### src/rtl/core/slnl_pkg.sv
// ----------------------------------------------------------------------------
// slnl_pkg
// Shared types and constants for the serial display-link nibble transmitter.
// ----------------------------------------------------------------------------
package slnl_pkg;

  // register field widths
  localparam int HALF_W    = 8;
  localparam int GAP_REG_W = 20;
  localparam int CFG_IDX_W = 2;
  localparam int CFG_DAT_W = 20;

  // default width of the elapsed-tick counter
  localparam int GAP_BITS_DEF = 20;

  // register reset values
  localparam logic [HALF_W-1:0]    HALF_RST = 8'd4;
  localparam logic [GAP_REG_W-1:0] GAP_RST  = '0;

  // register indexes
  localparam logic [CFG_IDX_W-1:0] CFG_HALF_BIT = 2'd0;
  localparam logic [CFG_IDX_W-1:0] CFG_SYNC_GAP = 2'd1;
  localparam logic [CFG_IDX_W-1:0] CFG_CMD_GAP  = 2'd2;

  // wire byte constants
  localparam logic [7:0] SYNC_COMMAND   = 8'hF8;
  localparam logic [7:0] SYNC_DATA_KIND = 8'hFA;
  localparam logic [7:0] HIGH_MASK      = 8'hF0;
  localparam logic [3:0] BITS_PER_BYTE  = 4'd8;

  // transfer stage
  typedef enum logic [2:0] {
    ST_IDLE = 3'd0,
    ST_SYNC = 3'd1,
    ST_HIGH = 3'd2,
    ST_WAIT = 3'd3,
    ST_LOW  = 3'd4
  } stage_t;

  // configuration registers as seen by the engine
  typedef struct packed {
    logic [HALF_W-1:0]    half_bit_ticks;
    logic [GAP_REG_W-1:0] sync_gap_ticks;
    logic [GAP_REG_W-1:0] cmd_gap_ticks;
  } cfg_t;

  // one input item: one time-base tick
  typedef struct packed {
    logic       offer_valid;
    logic [7:0] byte_value;
    logic       is_data;
    logic       first_of_group;
    logic       abort;
  } in_item_t;

  // one result item: pin levels after the tick
  typedef struct packed {
    logic clock_line;
    logic data_line;
    logic byte_taken;
    logic busy_res;
  } out_item_t;

endpackage

### src/rtl/core/slnl_ifs.sv
// ----------------------------------------------------------------------------
// slnl_ifs
// Valid/ready channel interfaces for tick items and result items.
// ----------------------------------------------------------------------------
interface slnl_in_if;
  logic                 valid;
  logic                 ready;
  slnl_pkg::in_item_t   data;

  modport source (output valid, output data, input ready);
  modport sink   (input valid, input data, output ready);
endinterface

interface slnl_out_if;
  logic                 valid;
  logic                 ready;
  slnl_pkg::out_item_t  data;

  modport source (output valid, output data, input ready);
  modport sink   (input valid, input data, output ready);
endinterface

### src/rtl/core/slnl_cfg_regs.sv
// ----------------------------------------------------------------------------
// slnl_cfg_regs
// Write-only configuration registers: half bit period and the two gaps.
// ----------------------------------------------------------------------------
module slnl_cfg_regs (
  input  logic                               clk,
  input  logic                               rst_n,
  input  logic                               cfg_we,
  input  logic [slnl_pkg::CFG_IDX_W-1:0]     cfg_index,
  input  logic [slnl_pkg::CFG_DAT_W-1:0]     cfg_wdata,
  output slnl_pkg::cfg_t                     cfg
);

  logic [slnl_pkg::HALF_W-1:0]    half_r;
  logic [slnl_pkg::GAP_REG_W-1:0] sync_gap_r;
  logic [slnl_pkg::GAP_REG_W-1:0] cmd_gap_r;

  // register writes, indexes outside the list are dropped
  always_ff @(posedge clk) begin
    if (!rst_n) begin
      half_r     <= slnl_pkg::HALF_RST;
      sync_gap_r <= slnl_pkg::GAP_RST;
      cmd_gap_r  <= slnl_pkg::GAP_RST;
    end else if (cfg_we) begin
      if (cfg_index == slnl_pkg::CFG_HALF_BIT) begin
        half_r <= cfg_wdata[slnl_pkg::HALF_W-1:0];
      end
      if (cfg_index == slnl_pkg::CFG_SYNC_GAP) begin
        sync_gap_r <= cfg_wdata[slnl_pkg::GAP_REG_W-1:0];
      end
      if (cfg_index == slnl_pkg::CFG_CMD_GAP) begin
        cmd_gap_r <= cfg_wdata[slnl_pkg::GAP_REG_W-1:0];
      end
    end
  end

  assign cfg.half_bit_ticks = half_r;
  assign cfg.sync_gap_ticks = sync_gap_r;
  assign cfg.cmd_gap_ticks  = cmd_gap_r;

endmodule

### src/rtl/core/slnl_in_stage.sv
// ----------------------------------------------------------------------------
// slnl_in_stage
// Input register for tick items; refills in the cycle it is drained.
// ----------------------------------------------------------------------------
module slnl_in_stage (
  input  logic               clk,
  input  logic               rst_n,
  slnl_in_if.sink            in_chan,
  input  logic               pop,
  output logic               item_valid,
  output slnl_pkg::in_item_t item
);

  logic               valid_r;
  logic               valid_nxt;
  slnl_pkg::in_item_t item_r;
  logic               load;

  // accept when empty or when the held item moves on
  assign in_chan.ready = !valid_r || pop;
  assign load          = in_chan.valid && in_chan.ready;

  always_comb begin
    valid_nxt = valid_r;
    if (load) begin
      valid_nxt = 1'b1;
    end else if (pop) begin
      valid_nxt = 1'b0;
    end
  end

  // control
  always_ff @(posedge clk) begin
    if (!rst_n) begin
      valid_r <= 1'b0;
    end else begin
      valid_r <= valid_nxt;
    end
  end

  // payload
  always_ff @(posedge clk) begin
    if (load) begin
      item_r <= in_chan.data;
    end
  end

  assign item_valid = valid_r;
  assign item       = item_r;

endmodule

### src/rtl/core/slnl_engine.sv
// ----------------------------------------------------------------------------
// slnl_engine
// Per-tick transmitter state update and the result register.
// ----------------------------------------------------------------------------
module slnl_engine #(
  parameter int GAP_BITS = slnl_pkg::GAP_BITS_DEF
) (
  input  logic               clk,
  input  logic               rst_n,
  input  slnl_pkg::cfg_t     cfg,
  input  logic               item_valid,
  input  slnl_pkg::in_item_t item,
  output logic               pop,
  slnl_out_if.source         out_chan
);

  localparam int CMP_W = (GAP_BITS > slnl_pkg::GAP_REG_W) ? GAP_BITS : slnl_pkg::GAP_REG_W;
  localparam logic [GAP_BITS-1:0] ELAPSED_MAX = {GAP_BITS{1'b1}};
  localparam logic [GAP_BITS-1:0] ELAPSED_ONE = GAP_BITS'(1);

  // transmitter state
  logic [7:0]            shift_r,   shift_nxt;
  logic [3:0]            bits_r,    bits_nxt;
  logic [7:0]            half_r,    half_nxt;
  logic                  phase_r,   phase_nxt;
  slnl_pkg::stage_t      stage_r,   stage_nxt;
  logic [7:0]            held_r,    held_nxt;
  logic                  sync_r,    sync_nxt;
  logic [GAP_BITS-1:0]   elapsed_r, elapsed_nxt;
  logic                  clk_lvl_r, clk_lvl_nxt;
  logic                  dat_lvl_r, dat_lvl_nxt;

  // result register
  logic                  out_valid_r, out_valid_nxt;
  slnl_pkg::out_item_t   out_item_r,  out_item_nxt;

  logic [GAP_BITS-1:0]        elapsed_inc;
  logic [slnl_pkg::GAP_REG_W-1:0] gap_sel;
  logic                       gap_ok;
  logic                       taken;
  logic                       do_load;
  logic [7:0]                 load_val;
  slnl_pkg::stage_t           load_stage;
  logic [3:0]                 bits_dec;

  // one tick is processed whenever the result register can take its result
  assign pop = item_valid && (!out_valid_r || out_chan.ready);

  // saturating elapsed counter and gap check
  assign elapsed_inc = (elapsed_r == ELAPSED_MAX) ? elapsed_r : elapsed_r + ELAPSED_ONE;
  assign gap_sel     = sync_r ? cfg.sync_gap_ticks : cfg.cmd_gap_ticks;
  assign gap_ok      = (CMP_W'(elapsed_inc) >= CMP_W'(gap_sel)) || (elapsed_inc == ELAPSED_MAX);
  assign bits_dec    = (bits_r != 4'd0) ? bits_r - 4'd1 : 4'd0;

  // next state for one tick
  always_comb begin
    shift_nxt   = shift_r;
    bits_nxt    = bits_r;
    half_nxt    = half_r;
    phase_nxt   = phase_r;
    stage_nxt   = stage_r;
    held_nxt    = held_r;
    sync_nxt    = sync_r;
    elapsed_nxt = elapsed_inc;
    clk_lvl_nxt = clk_lvl_r;
    dat_lvl_nxt = dat_lvl_r;
    taken       = 1'b0;
    do_load     = 1'b0;
    load_val    = 8'd0;
    load_stage  = slnl_pkg::ST_IDLE;

    if (item.abort) begin
      clk_lvl_nxt = 1'b0;
      dat_lvl_nxt = 1'b0;
      stage_nxt   = slnl_pkg::ST_IDLE;
      bits_nxt    = 4'd0;
      half_nxt    = 8'd0;
      phase_nxt   = 1'b0;
    end else begin
      unique case (stage_r)
        slnl_pkg::ST_SYNC, slnl_pkg::ST_HIGH, slnl_pkg::ST_LOW: begin
          // bit engine: count a half period, then toggle the clock
          if (half_r < cfg.half_bit_ticks) begin
            half_nxt = half_r + 8'd1;
          end else begin
            half_nxt = 8'd1;
            if (!phase_r) begin
              phase_nxt   = 1'b1;
              clk_lvl_nxt = 1'b1;
            end else begin
              clk_lvl_nxt = 1'b0;
              phase_nxt   = 1'b0;
              shift_nxt   = {shift_r[6:0], 1'b0};
              bits_nxt    = bits_dec;
              if (bits_dec == 4'd0) begin
                // wire byte finished
                if (stage_r == slnl_pkg::ST_SYNC) begin
                  do_load    = 1'b1;
                  load_val   = held_r & slnl_pkg::HIGH_MASK;
                  load_stage = slnl_pkg::ST_HIGH;
                end else if (stage_r == slnl_pkg::ST_HIGH) begin
                  stage_nxt  = slnl_pkg::ST_WAIT;
                  do_load    = gap_ok;
                  load_val   = {held_r[3:0], 4'd0};
                  load_stage = slnl_pkg::ST_LOW;
                end else begin
                  stage_nxt   = slnl_pkg::ST_IDLE;
                  elapsed_nxt = '0;
                end
              end else begin
                dat_lvl_nxt = shift_r[6];
              end
            end
          end
        end
        slnl_pkg::ST_WAIT: begin
          do_load    = gap_ok;
          load_val   = {held_r[3:0], 4'd0};
          load_stage = slnl_pkg::ST_LOW;
        end
        default: begin
          // idle and unused codes take an offered byte
          stage_nxt = slnl_pkg::ST_IDLE;
          if (item.offer_valid) begin
            taken    = 1'b1;
            held_nxt = item.byte_value;
            sync_nxt = item.first_of_group;
            do_load  = 1'b1;
            if (item.first_of_group) begin
              load_val   = item.is_data ? slnl_pkg::SYNC_DATA_KIND : slnl_pkg::SYNC_COMMAND;
              load_stage = slnl_pkg::ST_SYNC;
            end else begin
              load_val   = item.byte_value & slnl_pkg::HIGH_MASK;
              load_stage = slnl_pkg::ST_HIGH;
            end
          end
        end
      endcase
    end

    // start a wire byte with its first setup half
    if (do_load) begin
      shift_nxt   = load_val;
      bits_nxt    = slnl_pkg::BITS_PER_BYTE;
      half_nxt    = 8'd1;
      phase_nxt   = 1'b0;
      clk_lvl_nxt = 1'b0;
      dat_lvl_nxt = load_val[7];
      stage_nxt   = load_stage;
    end

    out_item_nxt.clock_line = clk_lvl_nxt;
    out_item_nxt.data_line  = dat_lvl_nxt;
    out_item_nxt.byte_taken = taken;
    out_item_nxt.busy_res   = (stage_nxt != slnl_pkg::ST_IDLE);
  end

  // result valid
  always_comb begin
    out_valid_nxt = out_valid_r;
    if (pop) begin
      out_valid_nxt = 1'b1;
    end else if (out_chan.ready) begin
      out_valid_nxt = 1'b0;
    end
  end

  // state and control registers
  always_ff @(posedge clk) begin
    if (!rst_n) begin
      shift_r     <= '0;
      bits_r      <= '0;
      half_r      <= '0;
      phase_r     <= 1'b0;
      stage_r     <= slnl_pkg::ST_IDLE;
      held_r      <= '0;
      sync_r      <= 1'b0;
      elapsed_r   <= '0;
      clk_lvl_r   <= 1'b0;
      dat_lvl_r   <= 1'b0;
      out_valid_r <= 1'b0;
    end else begin
      out_valid_r <= out_valid_nxt;
      if (pop) begin
        shift_r   <= shift_nxt;
        bits_r    <= bits_nxt;
        half_r    <= half_nxt;
        phase_r   <= phase_nxt;
        stage_r   <= stage_nxt;
        held_r    <= held_nxt;
        sync_r    <= sync_nxt;
        elapsed_r <= elapsed_nxt;
        clk_lvl_r <= clk_lvl_nxt;
        dat_lvl_r <= dat_lvl_nxt;
      end
    end
  end

  // result payload
  always_ff @(posedge clk) begin
    if (pop) begin
      out_item_r <= out_item_nxt;
    end
  end

  assign out_chan.valid = out_valid_r;
  assign out_chan.data  = out_item_r;

endmodule

### src/rtl/core/serial_lcd_nibble_link_top.sv
// A tick item moves from the input register via the state update into the result register.
// One tick item per cycle unless out_chan stalls; the input register refills as it drains.
// Pace is set by the single state update between input and result registers.
// Reset (rst_n low, synchronous): idle, lines low, counters zero, half period 4,
// both gaps 0; no items held in either register.
// ----------------------------------------------------------------------------
// serial_lcd_nibble_link_top
// Serial display-link transmitter: sync byte, nibble split, gap waits.
// ----------------------------------------------------------------------------
module serial_lcd_nibble_link_top #(
  parameter int GAP_BITS = slnl_pkg::GAP_BITS_DEF
) (
  input  logic                           clk,
  input  logic                           rst_n,
  slnl_in_if.sink                        in_chan,
  slnl_out_if.source                     out_chan,
  input  logic                           cfg_we,
  input  logic [slnl_pkg::CFG_IDX_W-1:0] cfg_index,
  input  logic [slnl_pkg::CFG_DAT_W-1:0] cfg_wdata
);

  slnl_pkg::cfg_t     cfg;
  logic               item_valid;
  slnl_pkg::in_item_t item;
  logic               pop;

  // configuration registers
  slnl_cfg_regs u_cfg (
    .clk       (clk),
    .rst_n     (rst_n),
    .cfg_we    (cfg_we),
    .cfg_index (cfg_index),
    .cfg_wdata (cfg_wdata),
    .cfg       (cfg)
  );

  // input register
  slnl_in_stage u_in (
    .clk        (clk),
    .rst_n      (rst_n),
    .in_chan    (in_chan),
    .pop        (pop),
    .item_valid (item_valid),
    .item       (item)
  );

  // tick engine and result register
  slnl_engine #(
    .GAP_BITS (GAP_BITS)
  ) u_engine (
    .clk        (clk),
    .rst_n      (rst_n),
    .cfg        (cfg),
    .item_valid (item_valid),
    .item       (item),
    .pop        (pop),
    .out_chan   (out_chan)
  );

endmodule
### src/flat_wrapper.sv
// flat-port wrapper written by rule: the top's interface ports become plain ports
module serial_lcd_nibble_link_top_flat 
#(
  parameter int GAP_BITS = slnl_pkg::GAP_BITS_DEF
)
  (clk, rst_n, cfg_we, cfg_index, cfg_wdata, in_chan_valid, in_chan_data, in_chan_ready, out_chan_valid, out_chan_data, out_chan_ready);
  slnl_in_if in_chan_i ();
  slnl_out_if out_chan_i ();
  input  logic clk;
  input  logic rst_n;
  input  logic cfg_we;
  input  logic [slnl_pkg::CFG_IDX_W-1:0] cfg_index;
  input  logic [slnl_pkg::CFG_DAT_W-1:0] cfg_wdata;
  input wire logic [$bits(in_chan_i.valid)-1:0] in_chan_valid;
  input wire logic [$bits(in_chan_i.data)-1:0] in_chan_data;
  output wire logic [$bits(in_chan_i.ready)-1:0] in_chan_ready;
  output wire logic [$bits(out_chan_i.valid)-1:0] out_chan_valid;
  output wire logic [$bits(out_chan_i.data)-1:0] out_chan_data;
  input wire logic [$bits(out_chan_i.ready)-1:0] out_chan_ready;
  assign in_chan_i.valid = in_chan_valid;
  assign in_chan_i.data = in_chan_data;
  assign in_chan_ready = in_chan_i.ready;
  assign out_chan_valid = out_chan_i.valid;
  assign out_chan_data = out_chan_i.data;
  assign out_chan_i.ready = out_chan_ready;
  serial_lcd_nibble_link_top #(.GAP_BITS(GAP_BITS)) u_core (.clk(clk), .rst_n(rst_n), .in_chan(in_chan_i), .out_chan(out_chan_i), .cfg_we(cfg_we), .cfg_index(cfg_index), .cfg_wdata(cfg_wdata));
endmodule
### config.mk
export PLATFORM = sky130hd
export DESIGN_NAME = serial_lcd_nibble_link_top_flat
export DESIGN_NICKNAME = d
export VERILOG_FILES = /design/src/rtl/core/slnl_pkg.sv /design/src/rtl/core/slnl_ifs.sv /design/src/rtl/core/slnl_cfg_regs.sv /design/src/rtl/core/slnl_in_stage.sv /design/src/rtl/core/slnl_engine.sv /design/src/rtl/core/serial_lcd_nibble_link_top.sv /design/src/flat_wrapper.sv
export SDC_FILE = /design/constraint.sdc
export NUM_CORES = 1
export LEC_CHECK = 0
export BUFFER_PORTS_ARGS = -buffer_cell sky130_fd_sc_hd__buf_2
export CORE_UTILIZATION = 61
export DETAILED_ROUTE_END_ITERATION = 8
export PLACE_DENSITY = 0.78
export SLEW_MARGIN = 5
export SYNTH_ARGS = -nofsm -noshare
export SYNTH_HDL_FRONTEND = slang
export SYNTH_SLANG_ARGS = --single-unit
### constraint.sdc
create_clock -name clk -period 4.4 [get_ports clk]
set_clock_uncertainty 0.15 [all_clocks]
set_input_delay 0.22 -clock clk [delete_from_list [all_inputs] [get_ports clk]]
set_output_delay 0.22 -clock clk [all_outputs]
set_load 0.005 [all_outputs]
* Yosys cells after proc, flatten, opt, wreduce, memory -nomap -nowiden
Cells that the tools add are included.
** Word-level totals
- Logic and storage cells :: 148
- Output and inout bits :: 6
- Bits in registers :: 120
** Operators by class
- Bitwise gates (word level) :: 2
- Equal/unequal tests :: 11
- Reduce and logical (&&, ||, !) cells :: 28
- Multiplexer cells :: 78
- Add/sub/neg operators :: 3
- Magnitude comparators :: 2
** Operator list (count)
- two-way mux 20 bit :: 9
- two-way mux 8 bit :: 12
- equality test 20 bit, second input constant :: 2
- two-way mux 3 bit :: 12
- two-way mux 7 bit :: 5
- two-way mux 1 bit :: 26
- two-way mux 4 bit :: 6
- adder 20 x 1 -> 20 bit, second input constant :: 1
- >= comparator 20 bit :: 1
- one-hot mux 8 bit (2 select lines) :: 1
- one-hot mux 3 bit (2 select lines) :: 2
- nonzero test 3 bit :: 3
- adder 8 x 1 -> 8 bit, second input constant :: 1
- < comparator 8 bit :: 1
- two-way mux 2 bit :: 4
- AND reduction 2 bit :: 4
- AND reduction 4 bit :: 2
- nonzero test 2 bit :: 4
- equality test 3 x 2 -> 1 bit, second input constant :: 2
- AND reduction 5 bit :: 1
- OR reduction 5 bit :: 1
- zero test 4 bit :: 1
- inequality test 2 bit, second input constant :: 2
- nonzero test 4 bit :: 1
- 15 further kinds :: 20

* Logic depth before layout (Yosys ltp)
- Word-level depth :: 13
- Depth in mapped cells :: 20
- Gate-level depth less buffers :: 17

* Hierarchy
A second synthesis with hierarchy kept.
** Second synthesis, totals
- Cells, all modules :: 764
- Area, all modules :: 6726.5 um2
** Modules (own cells, without submodules)
- slnl_engine :: cells each 565, times used 1, seq. area each 1201.2 um2, area an instance 4499.3 um2
- slnl_cfg_regs :: cells each 182, times used 1, seq. area each 960.9 um2, area an instance 1809.2 um2
- slnl_in_stage :: cells each 17, times used 1, seq. area each 380.4 um2, area an instance 417.9 um2

* Least setup slack after synthesis
Ideal clock, no wire load.
- Path type :: register -> register
- From :: register u_core.u_engine.elapsed_r[1]
- To :: register u_core.u_engine.phase_r
- Setup slack :: 311 ps
- Required time :: 4159 ps
- Path buffers :: 2
- Arrival :: 3848 ps
- Cell stages (with the launch flop) :: 18
- Cells stage by stage :: dfxtp_1 > ha_1 > buf_2 > nand3_4 > or3_1 > or4_1 > nand3_2 > ha_1 > a21o_1 > a221oi_1 > o21ai_0 > a31oi_1 > nand2b_1 > o21ai_4 > a21oi_1 > buf_4 > nand3_1 > a311oi_1
** On the way
- Cells in the longest elaborated chain, start to end :: 13
** Ends and longest elaborated chain
- start: declaration :: RTL line slnl_engine.sv:29 : logic [GAP_BITS-1:0] elapsed_r, elapsed_nxt;
- start signal: assignment :: RTL line slnl_engine.sv:192 : elapsed_r <= elapsed_nxt;
- adder 20 x 1 -> 20 bit or equality test 20 bit (tied branches) :: RTL line slnl_engine.sv:50 : assign elapsed_inc = (elapsed_r == ELAPSED_MAX) ? elapsed_r : elapsed_r + ELAPSED_ONE;
- two-way mux 20 bit (*) :: RTL line slnl_engine.sv:50
- >= comparator 20 bit or equality test 20 bit (tied branches) :: RTL line slnl_engine.sv:52 : assign gap_ok = (CMP_W'(elapsed_inc) >= CMP_W'(gap_sel)) || (elapsed_inc == ELAPSED_MAX);
- logical OR 1 bit (*) :: RTL line slnl_engine.sv:52
- two-way mux 1 bit :: RTL line slnl_engine.sv:101 : end else if (stage_r == slnl_pkg::ST_HIGH) begin
- two-way mux 1 bit :: RTL line slnl_engine.sv:97 : if (stage_r == slnl_pkg::ST_SYNC) begin
- two-way mux 1 bit :: RTL line slnl_engine.sv:95 : if (bits_dec == 4'd0) begin
- two-way mux 1 bit :: RTL line slnl_engine.sv:87 : if (!phase_r) begin
- two-way mux 1 bit :: RTL line slnl_engine.sv:83 : if (half_r < cfg.half_bit_ticks) begin
- one-hot mux 1 bit (2 select lines) (*) :: RTL line slnl_engine.sv:80 : unique case (stage_r)
- two-way mux 1 bit (*) :: RTL line slnl_engine.sv:72 : if (item.abort) begin
- inequality test 3 x 2 -> 1 bit (no source line) or nonzero test 3 bit (tied branches)
- AND reduction 3 bit (no source line)
- end signal: assignment :: RTL line slnl_engine.sv:188 : phase_r <= phase_nxt;
- end: declaration :: RTL line slnl_engine.sv:25 : logic phase_r, phase_nxt;
Every way passes the cells marked *; elsewhere a longest branch is shown, timed or not.
A chain may end at the register's enable or synchronous reset.

* Final worst setup path
- From :: register u_core.u_engine.elapsed_r[1]
- To :: register u_core.u_engine.dat_lvl_r
** On the way
- Cells in the longest elaborated chain, start to end :: 12
** Ends and longest elaborated chain
- adder 20 x 1 -> 20 bit or equality test 20 bit (tied branches) :: RTL line slnl_engine.sv:50
- two-way mux 20 bit (*) :: RTL line slnl_engine.sv:50
- >= comparator 20 bit or equality test 20 bit (tied branches) :: RTL line slnl_engine.sv:52
- logical OR 1 bit (*) :: RTL line slnl_engine.sv:52
- two-way mux 1 bit :: RTL line slnl_engine.sv:101
- two-way mux 1 bit :: RTL line slnl_engine.sv:97
- two-way mux 1 bit :: RTL line slnl_engine.sv:95
- two-way mux 1 bit :: RTL line slnl_engine.sv:87
- two-way mux 1 bit :: RTL line slnl_engine.sv:83
- one-hot mux 1 bit (2 select lines) (*) :: RTL line slnl_engine.sv:80
- two-way mux 1 bit (*) :: RTL line slnl_engine.sv:72
- two-way mux 1 bit (*) :: RTL line slnl_engine.sv:142 : if (do_load) begin
- via u_core.u_engine.dat_lvl_nxt :: RTL line slnl_engine.sv:31 : logic dat_lvl_r, dat_lvl_nxt;
- end signal: assignment :: RTL line slnl_engine.sv:194 : dat_lvl_r <= dat_lvl_nxt;
- end: declaration :: RTL line slnl_engine.sv:31
The timed path passes the listed nets; every way through them passes the cells marked *.

==> flow_metrics.tcl <==
set metrics [dict create \
    grt_max_degree 59 \
    finish.net_count 912 \
    run_status "finished, final reports clean" \
    ant_diodes 0 \
    overflow 0 \
    maximum_achievable_frequency_ghz 0.2374 \
    num_io_pins 45 \
    finish.instance_area_um2 7701 \
    worstHoldPathType "input pin to flip-flop" \
    yosys.cell_types.count 79 \
    num_vias 6004 \
    vias_in_the_first_global_route 5749 \
    antenna_left 0 \
    synth_fp_nets 838 \
    cts.sinks 119 \
    layout.cells.most_common_list "sky130_fd_sc_hd__nand2_1, sky130_fd_sc_hd__dfxtp_1, sky130_fd_sc_hd__nor2_1, sky130_fd_sc_hd__a21oi_1, sky130_fd_sc_hd__buf_2" \
    ys_dominant_reg_cell "sky130_fd_sc_hd__dfxtp_1" \
    synthCells 770 \
    chipWidth_um 104.2 \
    end_kind "flip-flop" \
    setup_viol 0 \
    max_cap_violations 0 \
    power.leakage_uw 0.002914 \
    viasPerCell 6.071 \
    layout_worst_path_cycle_share 0.9572 \
    critPathArrivalTime_ns 4.50 \
    clk_root_buffer_cell "sky130_fd_sc_hd__clkbuf_8" \
    clock_insertion_delay_worst_skew_ns 0.55 \
    layout.cells.most_common "sky130_fd_sc_hd__nand2_1" \
    synthesis.area_per_instance_um2 8.281 \
    clk_transition_reported_paths_ns 0.06 \
    yosysWarnings 0 \
    dp_hpwl_um 11070 \
    drc_violation_count_after_routing 0 \
    initial_core_utilization 0.6405 \
    synth-compound-area-share 0.1992 \
    placedInstanceArea_um2 6705 \
    summed_instance_area_of_the_synthesized_netlist_um2 6376 \
    postRouteWirelength_um 16950 \
    critPathMaxStageDelay_ns 0.53 \
    crit_chain "ha_2, nand3_4, or3_1, or4_1, nand3_2, ha_1, a21o_1, a221oi_2, o21ai_1, a31oi_1, nand2b_1, o21ai_4, a21oi_1, buf_4, mux2_4, o21ba_1" \
    maxSlewHeadroom 0.4302 \
    post_route_cells_drive_above_1_share 0.1437 \
    critical-path-slowest-cell "sky130_fd_sc_hd__or4_1" \
    h-tree-depth 4 \
    dominant_combinational_cell_family_by_area_after_synthesis "simple AND/OR/NAND/NOR gates" \
    design.core.area_um2 9955 \
    fill_count 691 \
    async_reset_ff_frac 0 \
    place_congestion 0.9144 \
    area_delta_synth_final_pct 20.78 \
    grt_first_pass_wirelength_um 27730 \
    groute.usage.overall 0.3247 \
    drt_iter0_markers 383 \
    fin_util 0.7736 \
    report.final.slew_viol_count 0 \
    start_kind "flip-flop" \
    synth.area.mux_share 0.04376 \
    design.die.area_um2 10870 \
    setup_slack_of_the_worst_register_to_register_path_ns 0.19 \
    cp_max_fo 7 \
    initial_antenna_violation_count 0 \
    post_layout_nonfiller_instances 989 \
    dr.pass1.iters 6 \
    finalHoldViolCount 0 \
    cts.path.max_buffers 2 \
    post-route-min-period_ns 4.212 \
    irDropWorstVdd_mv 0.3177 \
    synthXorXnorAreaFrac 0.02198 \
    tightestPinTransition_ns 0.8522 \
    seq_area_frac_synth 0.3987 \
    synthSimpleGateAreaFrac 0.2365 \
    avgRoutedWirePerCell_um 17.14 \
    synth.ff_latch_count 119 \
    cts_buffers 17 \
    cellPowerDensity_nw_per_um2 351.2 \
    cp_data_required_time_ns 4.69 \
    finalHoldWorstSlack_ns 0.07353 \
    total_number_of_placement_rows 36 \
    totalPowerFinal_uw 2705 \
    port_buffers 44 \
    synth_adder_area_share 0.05848 \
    inst_count_dp 920 \
    timing_worst_setup_path_type "flip-flop to flip-flop" \
    die_h_um 104.2 \
    tritoncts "yes" \
    number_of_synthesized_flops_with_an_enable_pin 16 \
]
## report_power, final
part	leakage [uW]	internal (uW)	switching, uW
Clock	0.000275	828	493
Sequential	0.000992	1130	19.9
Combinational	0.00165	98.5	132
## repair_timing
action / 4_1_cts / 5_1_grt
endpoints found under the setup margin: 0 / 25
buffers inserted: 0 / 2
endpoints found under the hold margin: 69 / 0
resized for setup: 0 / 14
hold buffers: 36 / 0
## cell usage after synthesis (5+ instances only)
| library cell | count | area, um^2 |
|---|---|---|
| sky130_fd_sc_hd__o21ai_0 | 24 | 120.1 |
| sky130_fd_sc_hd__nand2_1 | 143 | 536.8 |
| sky130_fd_sc_hd__edfxtp_1 | 16 | 480.5 |
| sky130_fd_sc_hd__a21oi_1 | 76 | 380.4 |
| sky130_fd_sc_hd__mux2i_1 | 23 | 230.2 |
| sky130_fd_sc_hd__nor2_1 | 82 | 307.8 |
| sky130_fd_sc_hd__and3_1 | 6 | 37.54 |
| sky130_fd_sc_hd__nand3_1 | 23 | 115.1 |
| sky130_fd_sc_hd__a211o_1 | 5 | 43.79 |
| sky130_fd_sc_hd__dfxtp_1 | 103 | 2062 |
| sky130_fd_sc_hd__a31oi_1 | 7 | 43.79 |
| sky130_fd_sc_hd__xnor2_1 | 12 | 105.1 |
| sky130_fd_sc_hd__clkbuf_1 | 35 | 131.4 |
| sky130_fd_sc_hd__nand4_1 | 8 | 50.05 |
| sky130_fd_sc_hd__ha_1 | 29 | 362.9 |
| sky130_fd_sc_hd__or3_1 | 6 | 37.54 |
| sky130_fd_sc_hd__nor3_1 | 19 | 95.09 |
| sky130_fd_sc_hd__a22oi_1 | 20 | 150.1 |
| sky130_fd_sc_hd__inv_1 | 20 | 75.07 |
## final timing paths
check,startpoint,endpoint,depth (start not counted)
hold / removal,cfg_index[0],u_core.u_cfg.half_r[2],4
setup reg to reg,u_core.u_engine.elapsed_r[1],u_core.u_engine.dat_lvl_r,16
setup / recovery,u_core.u_engine.elapsed_r[1],u_core.u_engine.dat_lvl_r,16
hold reg to reg,u_core.u_cfg.sync_gap_r[17],u_core.u_cfg.sync_gap_r[17],2
## metrics by stage
step	setup WS [ns]	setup TNS [ns]
after floorplan	0.3112	0
after global placement	0.2202	0
after detailed placement	0.07146	0
after CTS	0.05696	0
after global routing	-0.004975	-0.004975
final	0.1882	0
## flip-flops by register name, summed over array words and instances (netlist names)
signal                          count
u_core.u_engine.shift_r             6
u_core.u_in.item                   12
u_core.u_cfg.cmd_gap_r             20
u_core.u_in.item_valid              1
u_core.u_engine.stage_r             3
u_core.u_engine.clk_lvl_r           1
u_core.u_engine.held_r              8
u_core.u_cfg.half_r                 8
u_core.u_engine.out_chan.data       4
u_core.u_engine.dat_lvl_r           1
u_core.u_engine.bits_r              4
u_core.u_cfg.sync_gap_r            20
u_core.u_engine.phase_r             1
u_core.u_engine.elapsed_r          20
u_core.u_engine.half_r              8
u_core.u_engine.out_chan.valid      1
u_core.u_engine.sync_r              1
## metal layers
metal | wire, um | GRT usage | up-vias
met2 | 8102 | 0.5362 | 229
li1 | - | - | 2896
met1 | 7202 | 0.4052 | 2837
met4 | 371 | 0.1245 | 0
met5 | 0 | 0 | -
met3 | 1270 | 0.08521 | 42
## final cells by class
class | count | area [um^2] | area share
Tap cell | 133 | 166.4 | 0.02161
Sequential cell | 119 | 2544 | 0.3303
Inverter | 21 | 78.83 | 0.01024
Multi-Input combinational cell | 586 | 3621 | 0.4702
Clock inverter | 9 | 102.6 | 0.01332
Clock buffer | 22 | 452.9 | 0.05881
Timing Repair Buffer | 99 | 735.7 | 0.09553
## logic make-up (layout without fill, tap and decap cells)
logic type | count (synthesis) | after routing
xor+xnor | 16 | 16
compound gates | 188 | 188
buf+inv | 65 | 151
mux | 27 | 27
flops | 119 | 119
simple gates | 325 | 325
fa+ha+maj | 30 | 30
## worst max-delay path, delay by kind of cell (launching register included)
kind	cells	cell delay, ns
buffers and inverters	1	0.21
DFF	1	0.38
adders and majority gates	2	0.48
and+or+nand+nor	5	1.39
AOI/OAI and AO/OA	7	1.16
muxes	1	0.32
No activity file was read; power rests on OpenSTA's default activity.
